`src/hw/rtl/cfdt_ram.sv`:
```
`timescale 1ns / 1ps

module cfdt_ram #(
  parameter int WIDTH = 16,
  parameter int DEPTH = 256
) (
  input  logic                     clk,
  input  logic                     we,
  input  logic [$clog2(DEPTH)-1:0] waddr,
  input  logic [WIDTH-1:0]         wdata,
  input  logic [$clog2(DEPTH)-1:0] raddr,
  output logic [WIDTH-1:0]         rdata
);

  logic [WIDTH-1:0] mem [DEPTH];

  always_ff @(posedge clk) begin
    if (we) begin
      mem[waddr] <= wdata;
    end
    rdata <= mem[raddr];
  end

endmodule

```
`config.mk`:
```
export PLATFORM = sky130hd
export DESIGN_NAME = cfdt_ram
export DESIGN_NICKNAME = d
export VERILOG_FILES = /design/src/hw/rtl/cfdt_ram.sv
export SDC_FILE = /design/constraint.sdc
export NUM_CORES = 2
export LEC_CHECK = 0
export BUFFER_PORTS_ARGS = -buffer_cell sky130_fd_sc_hd__clkbuf_2
export CORE_MARGIN = 2
export CORE_UTILIZATION = 35
export DETAILED_ROUTE_END_ITERATION = 8
export PLACE_DENSITY_LB_ADDON = 0.3
export SLEW_MARGIN = 20
export SYNTH_ARGS = -nofsm -noshare
export SYNTH_HDL_FRONTEND = slang
export SYNTH_SLANG_ARGS = --single-unit
```
`constraint.sdc`:
```
create_clock -name clk -period 2.9 [get_ports clk]
set_input_delay 0.145 -clock clk [delete_from_list [all_inputs] [get_ports clk]]
set_output_delay 0.145 -clock clk [all_outputs]
set_load 0.1 [all_outputs]
```
==> metrics <==
outcome=finished clean; layout cell share with drive strength beyond 1=0.296; sequential cell area fraction in the yosys report=0.777; Cell variety after synth=52; Most used DFF post-synth=edfxtp_1; max_slew headroom=0.199; Layout Nets=roughly 8400; Leakage=59.8 nW; FF-to-FF setup slack=approximately 150 ps; CP required=3710 ps; Root Driver=clkbuf_16; fin area=about 190000 um^2; reg2reg end=rdata[10]$_DFF_P_; Rows=between 200 and 250; Clock Path Buffers=4; Hold WC Path Type=input pin to flip-flop; P&R area growth vs syn=17.7%; VDD IR max=approximately 0.50 mV; worst flop-to-flop path startpoint=mem[139][10]$_DFFE_PP_; via count=roughly 81000; GRT Total Usage=0.189; R2R cell count=8; RSZ-0062 raised after global routing=no; ys async rst share=0; Hold WS=approximately 100 ps; Max Clock Skew=55.3 ps; fin crit period=2750 ps; Post-DRT Antenna Nets=0; Ys Warns=0; Mapped Avg Cell Area=approximately 22 um^2; Via density=between 5 and 6; vias in the first global route=81000; die area=around 460000 um^2; Die Width=around 680 um; Final Max Slew Viols=0; Starting Density=0.351; initial antenna violation count=19; Finished Layout Cells=14700; Post-route DRC=0; setup bufs post-CTS=0; Yosys top cell area share=0.775; Syn Std Cell Area=159000 um^2; First DRT Iteration DRCs=9526; Die Y=677 um; Fin. Hold Viols=0; EDFF count, synth=just over 4000; most numerous cell in the Yosys netlist=edfxtp_1; Final setup viols=0; max-capacitance violation count=0; gate count of the mapped netlist=7360; CTS clk-pin slew, worst paths=60 ps; Clk Latency, worst-skew pair=970 ps; drt pass-1 iters=6; Setup crit start kind=flip-flop; Mapped Nets=approximately 7400; # H-tree levels=5; Routed WL=447 mm; top cells by area, synth=edfxtp_1, mux4_2, mux2i_1; CP Max Fanout=1; # IOs=50; Achievable Freq=between 300 and 400 MHz; synth cell count leaders=edfxtp_1, mux4_2, mux2i_1; GR Overflow Total=0; TritonCTS clock tree=done; Crit. End Element=flip-flop; Hold Path Sink=mem[44][13]$_DFFE_PP_; power density cells=approximately 660 nW/um^2; Num CTS Buffers=approximately 400; Placed Cells=around 14000; Least-Margin Pin Slew=1190 ps; cell taking the most area after synthesis=edfxtp_1; maximum number of pins on one net before global-route repair=~120; worst hold start=waddr[3]; Hold Path Cell Cnt=5; number of buffers added on ports=49; gpl congestion=0.860; Core Area=around 450000 um^2; Avg WL per Cell=roughly 30 um; first-pass GRT wire length=roughly 620 mm; placed inst area=~170000 um^2; Worst Path Arrival=approximately 3600 ps; overall power=124 mW; Crit Path Class=flip-flop to flip-flop; detailed placer's ending HPWL=~280 mm; fin util=0.413; Synth Register Bits=4112; crit share post-route=0.948; clock sink total=around 4100
==> how the worst max path moves through the flow <==
stage,slack (ps),cells after the start,from,to
5_1_grt,120,9,mem[131][12]$_DFFE_PP_,rdata[12]$_DFF_P_
6_report,150,8,mem[139][10]$_DFFE_PP_,rdata[10]$_DFF_P_
2_1_floorplan,590,6,waddr[3],mem[235][0]$_DFFE_PP_
3_3_place_gp,-1140,11,raddr[0],rdata[11]$_DFF_P_
3_5_place_dp,-670,11,raddr[0],rdata[4]$_DFF_P_
4_1_cts,160,6,mem[27][3]$_DFFE_PP_,rdata[3]$_DFF_P_
==> per-layer routing <==
| metal | wire, um | track usage | vias to the layer above | share of wire |
|---|---|---|---|---|
| met5 | 53 | 0 | - | 0.00012 |
| met4 | 14000 | 0.0558 | 8 | 0.031 |
| met3 | 31700 | 0.0293 | 594 | 0.071 |
| met2 | 217000 | 0.313 | 3221 | 0.49 |
| met1 | 184000 | 0.260 | 43600 | 0.41 |
| li1 | - | - | 33400 | - |
==> registers in the layout, indices dropped and copies added, names as in the netlist <==
signal and count:
mem 4096, rdata 16
==> power breakdown <==
part	switching, mW	total, mW	leakage [nW]	internal, mW
logic	4.69	7.34	16.7	2.65
clock network	22.4	50.9	6.16	28.4
registers	0.138	65.6	36.9	65.5
total	27.3	124	59.8	96.6
==> final cells by class <==
type | instances | area (um^2)
clock inverters | 237 | 2360
inverters | 4 | 27.5
multi-input cells | 2792 | 33000
well taps | 5976 | 7480
clock buffers | 478 | 10400
flip-flops and latches | 4112 | 123000
repair buffers | 1073 | 10200
diodes | 9 | 22.5
fillers | 39200 | 265000
==> cells by family after synthesis <==
kind of cell           after synthesis  share of synthesized area
DFF                               4112                      0.777
buffers and inverters              456                     0.0169
and+or+nand+nor                    556                     0.0157
AOI/OAI and AO/OA                  786                     0.0354
muxes                             1450                      0.155
==> per-stage QoR <==
step | worst slack [ps] | TNS, ps
finish | 151 | 0
global route | 120 | 0
CTS | 161 | 0
detailed placement | -667 | -6850
global placement | -1140 | -7960
floorplan | 590 | 0
==> what timing repair did <==
| item | 4_1_cts | 5_1_grt |
|---|---|---|
| endpoints found under the hold margin | 2891 | 0 |
| hold buffers | 20 | 0 |
| endpoints found under the setup margin | 1 | 0 |
| resized for setup | 1 | 0 |
==> worst max-delay path, stage by stage (launching register included) <==
cell	delay, ps
edfxtp_1	360
mux4_2	480
mux2_2	310
a221oi_1	590
buf_4	270
o31ai_1	120
o32ai_1	140
buf_4	230
nor4_1	80
==> cells in the final DEF, fill, tap and decap left out, drive strengths merged, types with 20 or more instances in the layout <==
cell type,netlist,final
edfxtp,4096,4096
clkbuf,230,507
nand3,35,35
o22ai,148,148
a22o,32,32
dlygate4sd3,0,20
mux2,88,88
clkinv,0,180
nor2,304,304
o221ai,253,253
a22oi,43,43
nand4,26,26
mux4,797,797
nand2,38,38
nor3,92,92
a221oi,28,28
a21oi,175,175
mux2i,565,565
o32ai,21,21
o21ai,38,38
buf,222,1024
bufinv,0,32
No activity file was read; power rests on OpenSTA's default activity.
