### src/hw/rtl/cfdt_pkg.sv
`timescale 1ns / 1ps

package cfdt_pkg;

  // Default geometry
  localparam int GRID_WIDTH_DEF       = 512;
  localparam int GRID_HEIGHT_DEF      = 512;
  localparam int CELL_BITS_DEF        = 16;
  localparam int TILE_SHIFT_DEF       = 5;
  localparam int CHUNK_SHIFT_BITS_DEF = 8;

  // Activity written on every paint and loaded by the clearing pass
  localparam logic [2:0] ACTIVITY_MARK = 3'd5;

  // Working width for signed coordinates and clipped box edges
  localparam int COORD_W = 13;

  // Width of the painted-cell count
  localparam int COUNT_W = 19;

  typedef enum logic [1:0] {
    CMD_PAINT = 2'd0,
    CMD_READ  = 2'd1,
    CMD_CLEAR = 2'd2
  } cmd_t;

  typedef enum logic [2:0] {
    ST_CLEAR,
    ST_IDLE,
    ST_PAINT,
    ST_READ,
    ST_RESP
  } state_t;

  typedef struct packed {
    logic signed [10:0] center_x;
    logic signed [10:0] center_y;
    logic [7:0]         radius;
  } paint_cmd_t;

  typedef struct packed {
    logic busy;
    logic done;
  } paint_stat_t;

  // Number of blocks of size 2^sh that cover len cells
  function automatic int blocks(input int len, input int sh);
    return (len + (1 << sh) - 1) >> sh;
  endfunction

  // Index width for a store of n entries, at least one bit
  function automatic int idx_bits(input int n);
    return (n > 1) ? $clog2(n) : 1;
  endfunction

endpackage

### src/hw/rtl/cfdt_paint.sv
`timescale 1ns / 1ps

module cfdt_paint #(
  parameter int GRID_WIDTH       = cfdt_pkg::GRID_WIDTH_DEF,
  parameter int GRID_HEIGHT      = cfdt_pkg::GRID_HEIGHT_DEF,
  parameter int TILE_SHIFT       = cfdt_pkg::TILE_SHIFT_DEF,
  parameter int CHUNK_SHIFT_BITS = cfdt_pkg::CHUNK_SHIFT_BITS_DEF
) (
  input  logic                                       clk,
  input  logic                                       rst_n,
  input  logic                                       start,
  input  cfdt_pkg::paint_cmd_t                       cmd,
  output cfdt_pkg::paint_stat_t                      stat,
  output logic [cfdt_pkg::COUNT_W-1:0]               count,
  output logic                                       wr_en,
  output logic [$clog2(GRID_WIDTH*GRID_HEIGHT)-1:0]  wr_addr,
  output logic [cfdt_pkg::idx_bits(
    cfdt_pkg::blocks(GRID_WIDTH, TILE_SHIFT) *
    cfdt_pkg::blocks(GRID_HEIGHT, TILE_SHIFT))-1:0]  wr_tile,
  output logic [cfdt_pkg::idx_bits(
    cfdt_pkg::blocks(GRID_WIDTH, CHUNK_SHIFT_BITS) *
    cfdt_pkg::blocks(GRID_HEIGHT, CHUNK_SHIFT_BITS))-1:0] wr_chunk
);

  localparam int CW  = cfdt_pkg::COORD_W;
  localparam int XW  = $clog2(GRID_WIDTH);
  localparam int YW  = $clog2(GRID_HEIGHT);
  localparam int AW  = $clog2(GRID_WIDTH*GRID_HEIGHT);
  localparam int TNX = cfdt_pkg::blocks(GRID_WIDTH, TILE_SHIFT);
  localparam int TNY = cfdt_pkg::blocks(GRID_HEIGHT, TILE_SHIFT);
  localparam int TIW = cfdt_pkg::idx_bits(TNX*TNY);
  localparam int CNX = cfdt_pkg::blocks(GRID_WIDTH, CHUNK_SHIFT_BITS);
  localparam int CNY = cfdt_pkg::blocks(GRID_HEIGHT, CHUNK_SHIFT_BITS);
  localparam int CIW = cfdt_pkg::idx_bits(CNX*CNY);

  // Box clip, evaluated in the start cycle
  logic signed [CW-1:0] cx_e, cy_e, r_e, wlim, hlim;
  logic signed [CW-1:0] x0s, x1s, y0s, y1s, x0c, x1c, y0c, y1c;
  logic                 empty;

  assign cx_e = {{(CW-11){cmd.center_x[10]}}, cmd.center_x};
  assign cy_e = {{(CW-11){cmd.center_y[10]}}, cmd.center_y};
  assign r_e  = {{(CW-8){1'b0}}, cmd.radius};
  assign wlim = CW'(GRID_WIDTH);
  assign hlim = CW'(GRID_HEIGHT);
  assign x0s  = cx_e - r_e;
  assign x1s  = cx_e + r_e;
  assign y0s  = cy_e - r_e;
  assign y1s  = cy_e + r_e;
  assign x0c  = (x0s < 0) ? '0 : x0s;
  assign y0c  = (y0s < 0) ? '0 : y0s;
  assign x1c  = (x1s > wlim) ? wlim : x1s;
  assign y1c  = (y1s > hlim) ? hlim : y1s;
  assign empty = (x1c <= x0c) || (y1c <= y0c);

  // Scan state
  logic                 busy_r, act_r;
  logic [XW-1:0]        x_r, xl_r;
  logic [YW-1:0]        y_r, y0_r, yl_r;
  logic signed [CW-1:0] cx_r, cy_r;
  logic [15:0]          r2_r;
  logic [cfdt_pkg::COUNT_W-1:0] cnt_r;
  logic                 last_pt, done;

  // Distance stage
  logic signed [CW-1:0] dx, dy;
  logic signed [8:0]    dx9, dy9;
  logic signed [17:0]   dxw, dyw;
  logic [17:0]          sqx, sqy, d2_nxt;
  logic [AW-1:0]        addr_nxt;
  logic [TIW-1:0]       tile_nxt;
  logic [CIW-1:0]       chunk_nxt;

  logic                 p1_vld_r;
  logic [17:0]          p1_d2_r;
  logic [AW-1:0]        p1_addr_r;
  logic [TIW-1:0]       p1_tile_r;
  logic [CIW-1:0]       p1_chunk_r;

  assign dx  = $signed({{(CW-XW){1'b0}}, x_r}) - cx_r;
  assign dy  = $signed({{(CW-YW){1'b0}}, y_r}) - cy_r;
  // offsets stay within [-r, r-1] inside the box
  assign dx9 = dx[8:0];
  assign dy9 = dy[8:0];
  // widen before squaring so the product keeps all its bits
  assign dxw = 18'(dx9);
  assign dyw = 18'(dy9);
  assign sqx = 18'(dxw * dxw);
  assign sqy = 18'(dyw * dyw);
  assign d2_nxt    = sqx + sqy;
  assign addr_nxt  = AW'(AW'(y_r) * AW'(GRID_WIDTH)) + AW'(x_r);
  assign tile_nxt  = TIW'(TIW'(y_r >> TILE_SHIFT) * TIW'(TNX)) + TIW'(x_r >> TILE_SHIFT);
  assign chunk_nxt = CIW'(CIW'(y_r >> CHUNK_SHIFT_BITS) * CIW'(CNX))
                   + CIW'(x_r >> CHUNK_SHIFT_BITS);

  assign last_pt = act_r && (y_r == yl_r) && (x_r == xl_r);
  assign done    = busy_r && !act_r && !p1_vld_r && !start;
  assign wr_en   = p1_vld_r && (p1_d2_r <= {2'b00, r2_r});

  always_ff @(posedge clk) begin
    if (!rst_n) begin
      busy_r   <= 1'b0;
      act_r    <= 1'b0;
      p1_vld_r <= 1'b0;
    end else begin
      p1_vld_r <= act_r;
      if (start) begin
        busy_r <= 1'b1;
        act_r  <= !empty;
      end else begin
        if (last_pt) begin
          act_r <= 1'b0;
        end
        if (done) begin
          busy_r <= 1'b0;
        end
      end
    end
  end

  always_ff @(posedge clk) begin
    if (start) begin
      x_r   <= XW'(x0c);
      y_r   <= YW'(y0c);
      y0_r  <= YW'(y0c);
      xl_r  <= XW'(x1c - 1);
      yl_r  <= YW'(y1c - 1);
      cx_r  <= cx_e;
      cy_r  <= cy_e;
      r2_r  <= {8'd0, cmd.radius} * {8'd0, cmd.radius};
      cnt_r <= '0;
    end else begin
      // advance rows inside a column, then step the column
      if (act_r) begin
        if (y_r == yl_r) begin
          y_r <= y0_r;
          x_r <= x_r + 1'b1;
        end else begin
          y_r <= y_r + 1'b1;
        end
      end
      if (wr_en) begin
        cnt_r <= cnt_r + 1'b1;
      end
    end
    p1_d2_r    <= d2_nxt;
    p1_addr_r  <= addr_nxt;
    p1_tile_r  <= tile_nxt;
    p1_chunk_r <= chunk_nxt;
  end

  assign stat.busy = busy_r;
  assign stat.done = done;
  assign count     = cnt_r;
  assign wr_addr   = p1_addr_r;
  assign wr_tile   = p1_tile_r;
  assign wr_chunk  = p1_chunk_r;

endmodule

### config.mk
export PLATFORM = sky130hd
export DESIGN_NAME = cfdt_paint
export DESIGN_NICKNAME = d
export VERILOG_FILES = /design/src/hw/rtl/cfdt_pkg.sv /design/src/hw/rtl/cfdt_paint.sv
export SDC_FILE = /design/constraint.sdc
export NUM_CORES = 1
export LEC_CHECK = 0
export ABC_AREA = 1
export BUFFER_PORTS_ARGS = -buffer_cell sky130_fd_sc_hd__buf_2
export CORE_ASPECT_RATIO = 0.8
export CORE_MARGIN = 5
export CORE_UTILIZATION = 45
export CTS_BUF_LIST = sky130_fd_sc_hd__clkbuf_8 sky130_fd_sc_hd__clkbuf_16
export CTS_CLUSTER_DIAMETER = 150
export DETAILED_ROUTE_END_ITERATION = 16
export SLEW_MARGIN = 20
export SYNTH_ARGS = -nofsm -noshare
export SYNTH_HDL_FRONTEND = slang
export SYNTH_SLANG_ARGS = --single-unit
### constraint.sdc
create_clock -name clk -period 9.1 [get_ports clk]
set_input_delay 0 -clock clk [delete_from_list [all_inputs] [get_ports clk]]
set_output_delay 0 -clock clk [all_outputs]
set_load 0.02 [all_outputs]
==> results of run 1 <==
kinds of logic after synthesis:
kind of cell,count (synthesis),synth area share
simple gates,696,0.181
buf+inv,485,0.117
fa+ha+maj,365,0.362
compound gates,190,0.0657
flops,136,0.216
xor+xnor,106,0.0574
other cells,1,0.000232
registers in the layout, indices dropped and copies added, names as in the netlist, 6 cells and up:
signal and cells:
cy_r 9, p1_d2_r 18, y_r 9, xl_r 9, wr_tile 6, y0_r 9
wr_addr 11, x_r 9, yl_r 9, r2_r 15, cx_r 9, count 19
per-layer routing:
metal,up-vias,share of wire
met1,5932,0.49
met5,-,0
met2,312,0.44
li1,6327,-
met3,38,0.047
met4,0,0.026
layout make-up:
type / count / area share
flip-flops and latches: 136 / 0.197
repair buffers: 109 / 0.0375
inverters: 439 / 0.0927
multi-input cells: 1359 / 0.606
clock buffers: 17 / 0.0239
clock inverters: 15 / 0.00977
well taps: 480 / 0.0337
worst paths after layout:
check	start	end	slack, ns
worst min register to register	act_r	p1_vld_r	0.46
worst min-delay path	cmd[6]	r2_r[15]	0.10
worst max-delay path	x_r[0]	p1_d2_r[17]	0.94
worst max register to register	x_r[0]	p1_d2_r[17]	0.94
placed cells by master (no fill, tap or decap), drive strengths merged, types with 17 or more instances in the layout:
master and instances:
o21ai 62, nand4 23, a21oi 93, edfxtp 78, xnor2 42, clkbuf 17
buf 88, nand2 362, fa 172, nand3 113, ha 193, dfxtp 58
inv 445, nor2 159, xor2 64, dlygate4sd3 21
worst max-delay path, delay by kind of cell, from the launching register on:
kind | cells | cell delay [ns]
fa+ha+maj | 10 | 4.58
simple gates | 12 | 1.32
compound gates | 7 | 1.10
buf+inv | 6 | 0.62
flops | 1 | 0.47
per-stage QoR:
step	setup slack [ns]	cell area, um^2	hold WS (ns)	util
after floorplan	1.70	16200	0.0976	-
after global placement	1.11	17000	0.212	0.476
after detailed placement	0.991	17000	0.209	0.476
after CTS	0.934	17800	0.0939	0.499
after global routing	0.361	17800	0.100	0.499
final	0.936	17800	0.103	0.499
what timing repair did:
action | CTS | global route
hold endpoints to repair | 44 | 0
hold buffers | 21 | 0
resized for setup | 0 | 0
==> qor.yml, run 1 <==
final.setup_skew_ns: 0.0148
synth_top_area_cell: "fa_1"
area_delta_synth_final_pct: 10.0
hold_path.class: "in2reg"
ys_types: 49
initial_core_util: 0.454
layout-drive-gt1-share: 0.0757
synth_edf_count: 78
grt_busiest_layer: "met2"
hpwl_mm: 33.5
numClockSinks: 136
crit_type: "reg2reg"
fp.dieW_um: 222
grt_use_met3: 0.0272
diodes: 0
worstHoldPathCells: 3
drt_iter0_drc: 609
row_count: 62
cts_tree: "built"
seqCellArea_um2: 3500
ys.flop_type: "edfxtp_1"
ys_seq_area_frac: 0.216
grt_max_degree: 61
grt_usage: 0.203
die_y_um: 180
finalCritPeriodShare: 0.897
critPathMaxFanout: 13
port_buffers: 82
slew_violations: 0
syn_area_um2: 16200
synth.area.top_cells: "fa_1, ha_1, edfxtp_1"
cts_setup_buffers: 0
cts_inserted_buffers: 17
die_area_um2: 39900
synth.top_cells.by_count: "inv_1, nand2_1, ha_1"
syn_avg_cell_area_um2: 8.18
dr_total_vias: 12600
slew_headroom: 0.322
drv_cap: 0
routed_wl_mm: 39.8
final_antenna_net_count: 0
synth_top_area_frac: 0.213
yosysWarningCount: 0
worstMarginPinSlew_ns: 1.01
arrival_ns: 8.48
htree_num_levels: 4
grt_pass1_vias: 12800
synth_async_sr_flop_share: 0
drc_errors: 0
synthCells: 1979
hold_viol_final: 0
drtPass1Iterations: 5
place_congestion: 0.879
slowest_stage: "fa_1"
insertion_delay_ns: 0.43
finalCriticalPeriod_ns: 8.16
grt_pass1_wl_mm: 65.9
nets: 2460
critPathMaxStageDelay_ns: 0.55
fmax_mhz: 122
synth.most_common_cell: "inv_1"
rr_worst_depth: 35
antenna_found_initial: 0
cts_root_buffer: "clkbuf_16"
io_pins: 83
multiInputGateArea_um2: 10800
fin_tns_setup_ns: 0
n_fill_cell: 3510
met1_usage: 0.296
setup_viol: 0
wl_per_cell_um: 15.6
worstPathRequired_ns: 9.42
dp_cells: 2502
cp-end-kind: "flip-flop"
via_per_inst: 4.94
status: "complete, no violations"
grt-ovfl-total: 0
core_area_um2: 35700
cts_buffer_depth: 2
clk_pin_slew_worst_paths_ns: 0.07
fin_cells: 2555
yosys_register_bits: 136
cp-start-kind: "flip-flop"
grt_setup_unrepaired: "false"
grtUsageMet2: 0.317
Power of run 1 is not shown: default switching activity piles up to over one toggle a cycle in this logic, so the estimate is an artifact.
==> inputs of run 2 (changes only) <==
--- a/config.mk
+++ b/config.mk
@@ -5,7 +5,6 @@
 export SDC_FILE = /design/constraint.sdc
 export NUM_CORES = 1
 export LEC_CHECK = 0
-export ABC_AREA = 1
 export BUFFER_PORTS_ARGS = -buffer_cell sky130_fd_sc_hd__buf_2
 export CORE_ASPECT_RATIO = 0.8
 export CORE_MARGIN = 5
==> qor.yml, run 2 <==
setup_ws_ns: 0.562  # -0.375 ns
place_congestion: 0.855  # -2.7%
area_delta_synth_final_pct: 10.7
ys.flop_type: "edfxtp_1"
fin_tns_setup_ns: 0  # unchanged
slew_violations: 0  # unchanged
grt_max_degree: 78  # +28%
synth_edf_count: 78  # unchanged
final_antenna_net_count: 0  # unchanged
finalCritPeriodShare: 0.938  # +0.0412
grt_pass1_wl_mm: 64.9  # -1.5%
synth_top_area_cell: "fa_1"
syn_avg_cell_area_um2: 9.35  # +14%
largest_reg_flops: 19  # unchanged
final.setup_skew_ns: 0.0185  # +0.00373 ns
status: "complete, no violations"
seqCellArea_um2: 3500  # unchanged
ys_seq_area_frac: 0.220  # +0.00361
synth_async_sr_flop_share: 0  # unchanged
multiInputGateArea_um2: 11100  # +2.6%
critPathMaxFanout: 12  # -1
nets: 2187  # -11%
min_to: "cx_r[7]"
synthCells: 1702  # -14%
grt_usage: 0.211  # +0.00823
cts_buffer_depth: 2  # unchanged
cp-end-kind: "flip-flop"
syn_area_um2: 15900  # -1.6%
worstPathRequired_ns: 9.41  # about the same
hold_viol_final: 0  # unchanged
cts_inserted_buffers: 17  # unchanged
layout-drive-gt1-share: 0.0888  # +0.0131
setup_viol: 0  # unchanged
synth.top_cells.by_count: "inv_1, ha_1, fa_1"
clk_pin_slew_worst_paths_ns: 0.08  # about the same
yosysWarningCount: 0  # unchanged
cts_root_buffer: "clkbuf_16"
cts_setup_buffers: 0  # unchanged
row_count: 61  # -1.6%
initial_core_util: 0.456  # +0.00286
min_from: "start"
slew_headroom: 0.340  # +0.0187
worstHoldPathCells: 1  # -2
hold_path.class: "in2reg"
fp.dieW_um: 220  # -0.79%
ys_types: 71  # +45%
rr_startpoint: "y_r[0]"
fmax_mhz: 117  # -4.4%
diodes: 0  # unchanged
core_area_um2: 34900  # -2.3%
via_per_inst: 5.20  # +5.5%
insertion_delay_ns: 0.43  # about the same
drv_cap: 0  # unchanged
r2r_setup_slack_ns: 0.56  # -0.37 ns
cp-start-kind: "flip-flop"
die_y_um: 178  # -0.78%
drc_errors: 0  # unchanged
routed_wl_mm: 39.7  # -0.27%
grt-ovfl-total: 0  # unchanged
hpwl_mm: 32.9  # -1.7%
final_cell_mix: "inv_1, ha_1, fa_1"
post-place-ws_ns: 0.497  # -0.493 ns
drtPass1Iterations: 5  # unchanged
port_buffers: 82  # unchanged
cts_tree: "built"
io_pins: 83  # unchanged
arrival_ns: 8.85  # +0.37 ns
worstMarginPinSlew_ns: 0.985  # -0.0264 ns
synth.most_common_cell: "inv_1"
grt_pass1_vias: 12000  # -6.8%
n_fill_cell: 3303  # -5.9%
r2r-end: "p1_d2_r[17]"
wl_per_cell_um: 17.5  # +12%
htree_num_levels: 4  # unchanged
synth_top_area_frac: 0.216  # +0.00355
crit_type: "reg2reg"
final_common_cell: "inv_1"
synth.area.top_cells: "fa_1, ha_1, edfxtp_1"
finalCriticalPeriod_ns: 8.54  # +0.375 ns
antenna_found_initial: 0  # unchanged
drt_iter0_drc: 808  # +33%
critPathMaxStageDelay_ns: 0.71  # +0.16 ns
crit_start: "y_r[0]"
numClockSinks: 136  # unchanged
grt_setup_unrepaired: "false"
rr_worst_depth: 31  # -11%
dr_total_vias: 11800  # -6.1%
yosys_register_bits: 136  # unchanged
slowest_stage: "fa_1"
die_area_um2: 39300  # -1.6%
[run 2: cell count changes in the layout (fill, tap and decap cells not counted), moves of 31 or more]
cell     change
inv_1      -131
nor2_1      -33
xnor2_1     +51
nand3_1     -72
nand2_1    -254
xor2_1      -31
[run 2: metal layers]
metal	vias up	global-route usage	part of all wire
met5	-	0	0
met4	0	0.0416	0.013
met3	31	0.0260	0.041
met2	233	0.327	0.45
met1	5768	0.319	0.49
li1	5804	-	-
[run 2: how the worst max path moves through the flow]
stage                             end  slack (ns)
after floorplan           p1_d2_r[17]        0.81
after global placement    p1_d2_r[17]        0.72
after detailed placement  p1_d2_r[17]        0.50
after CTS                 p1_d2_r[17]        0.47
after global routing      p1_d2_r[17]        0.08
final                     p1_d2_r[17]        0.56
[run 2: worst max-delay path: cells and delay by family, from the launching register on]
family / cells / cell delay [ns]
xor gates and xnor gates: 2 / 0.30
AOI/OAI and AO/OA: 8 / 1.81
buffers and inverters: 8 / 0.91
and+or+nand+nor: 3 / 0.52
DFF: 1 / 0.38
adders and majority gates: 10 / 4.49
[run 2: layout make-up]
type                       count  share of cell area
clock buffer                  18              0.0256
clock inverter                14             0.00987
inverter                     302              0.0643
multi-input combinational   1217               0.628
sequential                   136               0.199
tap                          472              0.0335
timing repair buffer         115              0.0403
[run 2: cell families after synthesis]
| group | share of synthesized area |
|---|---|
| and+or+nand+nor | 0.139 |
| adders and majority gates | 0.368 |
| buffers and inverters | 0.0861 |
| AOI/OAI and AO/OA | 0.109 |
| DFF | 0.220 |
| xor gates and xnor gates | 0.0693 |
| muxes | 0.00786 |
| other | 0.000236 |
[run 2: through the flow]
| step | utilization | hold slack [ns] | cell area (um^2) | std cells |
|---|---|---|---|---|
| floorplan | - | 0.0989 | 15900 | 1703 |
| global placement | 0.482 | 0.215 | 16800 | 2222 |
| detailed placement | 0.482 | 0.225 | 16800 | 2222 |
| CTS | 0.505 | 0.0295 | 17600 | 2274 |
| global route | 0.505 | 0.0449 | 17600 | 2274 |
| finish | 0.505 | 0.0464 | 17600 | 2274 |
[run 2: timing repair]
| action | 4_1_cts | 5_1_grt |
|---|---|---|
| setup endpoints to repair | 0 | 1 |
| endpoints found under the hold margin | 22 | 0 |
| gates resized for setup | 0 | 1 |
| hold buffers | 20 | 0 |
Power of run 2 is left out for the same reason.
